--- src/hdl/rc4_ram.sv ---
`timescale 1ns / 1ps
`default_nettype none
// ----------------------------------------------------------------------------
// rc4_ram
// Generic simple dual-port RAM: one write port, one read port, registered read.
// ----------------------------------------------------------------------------
module rc4_ram #(
    parameter int WIDTH = 8,
    parameter int DEPTH = 256,
    localparam int AW   = (DEPTH > 1) ? $clog2(DEPTH) : 1
) (
    input  wire logic             clk,
    input  wire logic             we,
    input  wire logic [AW-1:0]    waddr,
    input  wire logic [WIDTH-1:0] wdata,
    input  wire logic [AW-1:0]    raddr,
    output logic      [WIDTH-1:0] rdata
);

    logic [WIDTH-1:0] mem [DEPTH];

    always_ff @(posedge clk)
    begin
        if (we)
        begin
            mem[waddr] <= wdata;
        end
        rdata <= mem[raddr];
    end

endmodule : rc4_ram
`default_nettype wire

--- config.mk ---
export PLATFORM = sky130hd
export DESIGN_NAME = rc4_ram
export DESIGN_NICKNAME = d
export VERILOG_FILES = /design/src/hdl/rc4_ram.sv
export SDC_FILE = /design/constraint.sdc
export NUM_CORES = 2
export LEC_CHECK = 0
export ABC_AREA = 1
export BUFFER_PORTS_ARGS = -buffer_cell sky130_fd_sc_hd__buf_2
export CAP_MARGIN = 15
export CORE_AREA = 2 2 478 480
export DETAILED_ROUTE_END_ITERATION = 7
export DIE_AREA = 0 0 480 482
export PLACE_DENSITY_LB_ADDON = 0.1
export SLEW_MARGIN = 20
export SYNTH_ARGS = -nofsm -noshare
export SYNTH_HDL_FRONTEND = slang
export SYNTH_SLANG_ARGS = --single-unit
--- constraint.sdc ---
create_clock -name clk -period 3.95 [get_ports clk]
set_input_delay 0.5925 -clock clk [delete_from_list [all_inputs] [get_ports clk]]
set_output_delay 0.5925 -clock clk [all_outputs]
set_load 0.005 [all_outputs]
==> flow_metrics.py <==
metrics = {
    "grt": {
        "grt_use_met1": 0.3257,
        "grt_pass1_vias": 52880,
        "grt_first_pass_wirelength_um": 387700,
        "grt.busiest_layer": "met2",
        "overflow": 0,
        "use_met2": 0.3689,
        "grt_max_degree": 123,
        "antenna_found_initial": 17,
        "grt_use_met3": 0.03044,
        "track_usage": 0.2292,
    },
    "routing": {
        "vias": 54500,
        "drtIter0Drc": 5217,
        "viasPerCell": 5.276,
        "wl_um": 268100,
        "drtPass1Iterations": 6,
        "wl_per_cell_um": 25.96,
        "drc_errors": 0,
        "antenna_left": 0,
    },
    "clocking": {
        "cts_hold_buf": 0,
        "path_clk_slew_ps": 60,
        "clk_latency_ps": 860,
        "cts_root_buf": "clkbuf_16",
        "cts_resized": 0,
        "clock_sinks": 2056,
        "cts_setup_buffers": 0,
        "h-tree-depth": 4,
        "cts_buffer_depth": 3,
        "cts_tree": "yes",
        "numCtsBuffers": 220,
    },
    "place": {
        "dp_cells": 9925,
        "port_buffers": 33,
        "dp_hpwl_um": 158400,
        "gp_congestion": 0.8477,
        "dpl_cell_area_um2": 88680,
        "preCtsSetupSlack_ps": 258.6,
    },
    "sta": {
        "setup_tns_ps": 0,
        "min_period_over_period": 0.7111,
        "setup_ws_ps": 1141,
        "min_period_ps": 2809,
        "tightest_slew_ps": 1142,
        "setup_violations": 0,
        "rsz0062_at_grt": "false",
        "maxSlewHeadroom": 0.2359,
        "hold_viol_final": 0,
        "slew_violations": 0,
        "holdWs_ps": 179.1,
        "clock.fmax_mhz": 356.0,
        "fin_skew_ps": 33.37,
    },
    "cells_and_area": {
        "final_common_cell": "nand2_1",
        "drive_gt1_frac": 0.09605,
        "final_cells": 10330,
        "final_util": 0.4212,
        "fillCellCount": 21390,
        "layout_common_cells": "nand2_1 (2107), edfxtp_1 (2048), nand3_1 (2019)",
        "area_growth_syn_to_layout_pct": 14.35,
        "nets": 7164,
        "fin_area_um2": 95360,
    },
    "yosys": {
        "synth_area_um2": 83400,
        "synth_seq_area_share": 0.7394,
        "syn_area_per_cell_um2": 11.91,
        "ys_ff_latch": 2056,
        "synth.distinct_cells": 14,
        "synth.net_count": 7029,
        "synth_cells": 7003,
        "ys_warn_count": 0,
    },
    "floorplanning": {
        "die_y_um": 482,
        "start_util": 0.3684,
        "ios": 34,
        "die-area_um2": 231400,
        "core_region_area_um2": 226400,
        "die_w_um": 480,
        "num_rows": 175,
    },
    "min_path": {
        "min_path_type": "in -> reg",
    },
    "setup_path": {
        "crit_path_max_fanout": 83,
        "crit_type": "in -> reg",
        "cp.required_ps": 4750,
        "cp.arrival_ps": 3610,
        "worstSetupEndpointType": "flip-flop",
        "startpoint_type": "primary input",
    },
    "power_and_ir_drop": {
        "leakage_nw": 33.17,
        "p_total_mw": 46.64,
        "peakVddDrop_mv": 0.4595,
        "p_per_area_nw_per_um2": 489.1,
    },
    "status": {
        "status": "completed",
    },
    "job": {
        "cap_violations": 0,
    },
}
[layer usage]
layer  share of wire  up-vias
li1                -    25140
met1            0.45    27440
met2            0.47     1590
met3           0.052      328
met4           0.027        2
met5        0.000048        -
[cell families after synthesis]
kind of cell,synth area share
flops,0.7394
simple gates,0.2295
buf+inv,0.03119
[synthesized netlist by cell type]
master,instances,share of area
buf_8,1,0.00018
buf_6,16,0.0022
inv_4,1,0.000075
inv_1,36,0.0016
inv_2,2,0.000090
nand3_1,2019,0.12
dfxtp_1,8,0.0019
edfxtp_1,2048,0.74
buf_1,40,0.0018
buf_4,46,0.0041
clkbuf_1,112,0.0050
nand2_1,2123,0.096
nor2_1,283,0.013
buf_2,268,0.016
[final cells by class]
class	count	area, µm²	share of cell area
timing repair buffer	396	3897	0.04087
sequential	2056	61660	0.6466
antenna	11	27.53	0.0002886
tap	3009	3765	0.03948
inverter	39	182.7	0.001916
clock inverter	98	742.0	0.007780
clock buffer	295	5911	0.06198
multi-input combinational	4425	19180	0.2011
[sequential cells by signal (all words and copies together) (netlist names)]
register and cells:
mem 2048, rdata 8
[worst max-delay path: stages]
cell and delay (ps):
buf_8 270, buf_12 350, buf_12 340, nand2_1 90
nand3_1 100, nand3_1 90, nand3_1 190, nand3_1 190
nand3_1 310, nand3_1 500, nand2_1 260, nand2_1 80
nand2_1 100
[power breakdown]
group          internal [mW]  total (mW)  leakage [nW]  switching (mW)
Clock                   11.0        19.6          3.26            8.53
Sequential              24.0        24.1          18.5          0.0211
Combinational          0.724        3.01          11.4            2.28
Total                   35.8        46.6          33.2            10.8
[final timing paths]
| check | startpoint | endpoint | slack [ps] | cells past startpoint |
|---|---|---|---|---|
| max reg2reg | mem[239][2] | rdata[2] | 1690 | 10 |
| min | wdata[7] | mem[156][7] | 180 | 1 |
| min reg2reg | mem[84][7] | rdata[7] | 990 | 10 |
| max | raddr[0] | rdata[2] | 1140 | 13 |
Note: power is estimated with default switching activity, not from simulation.
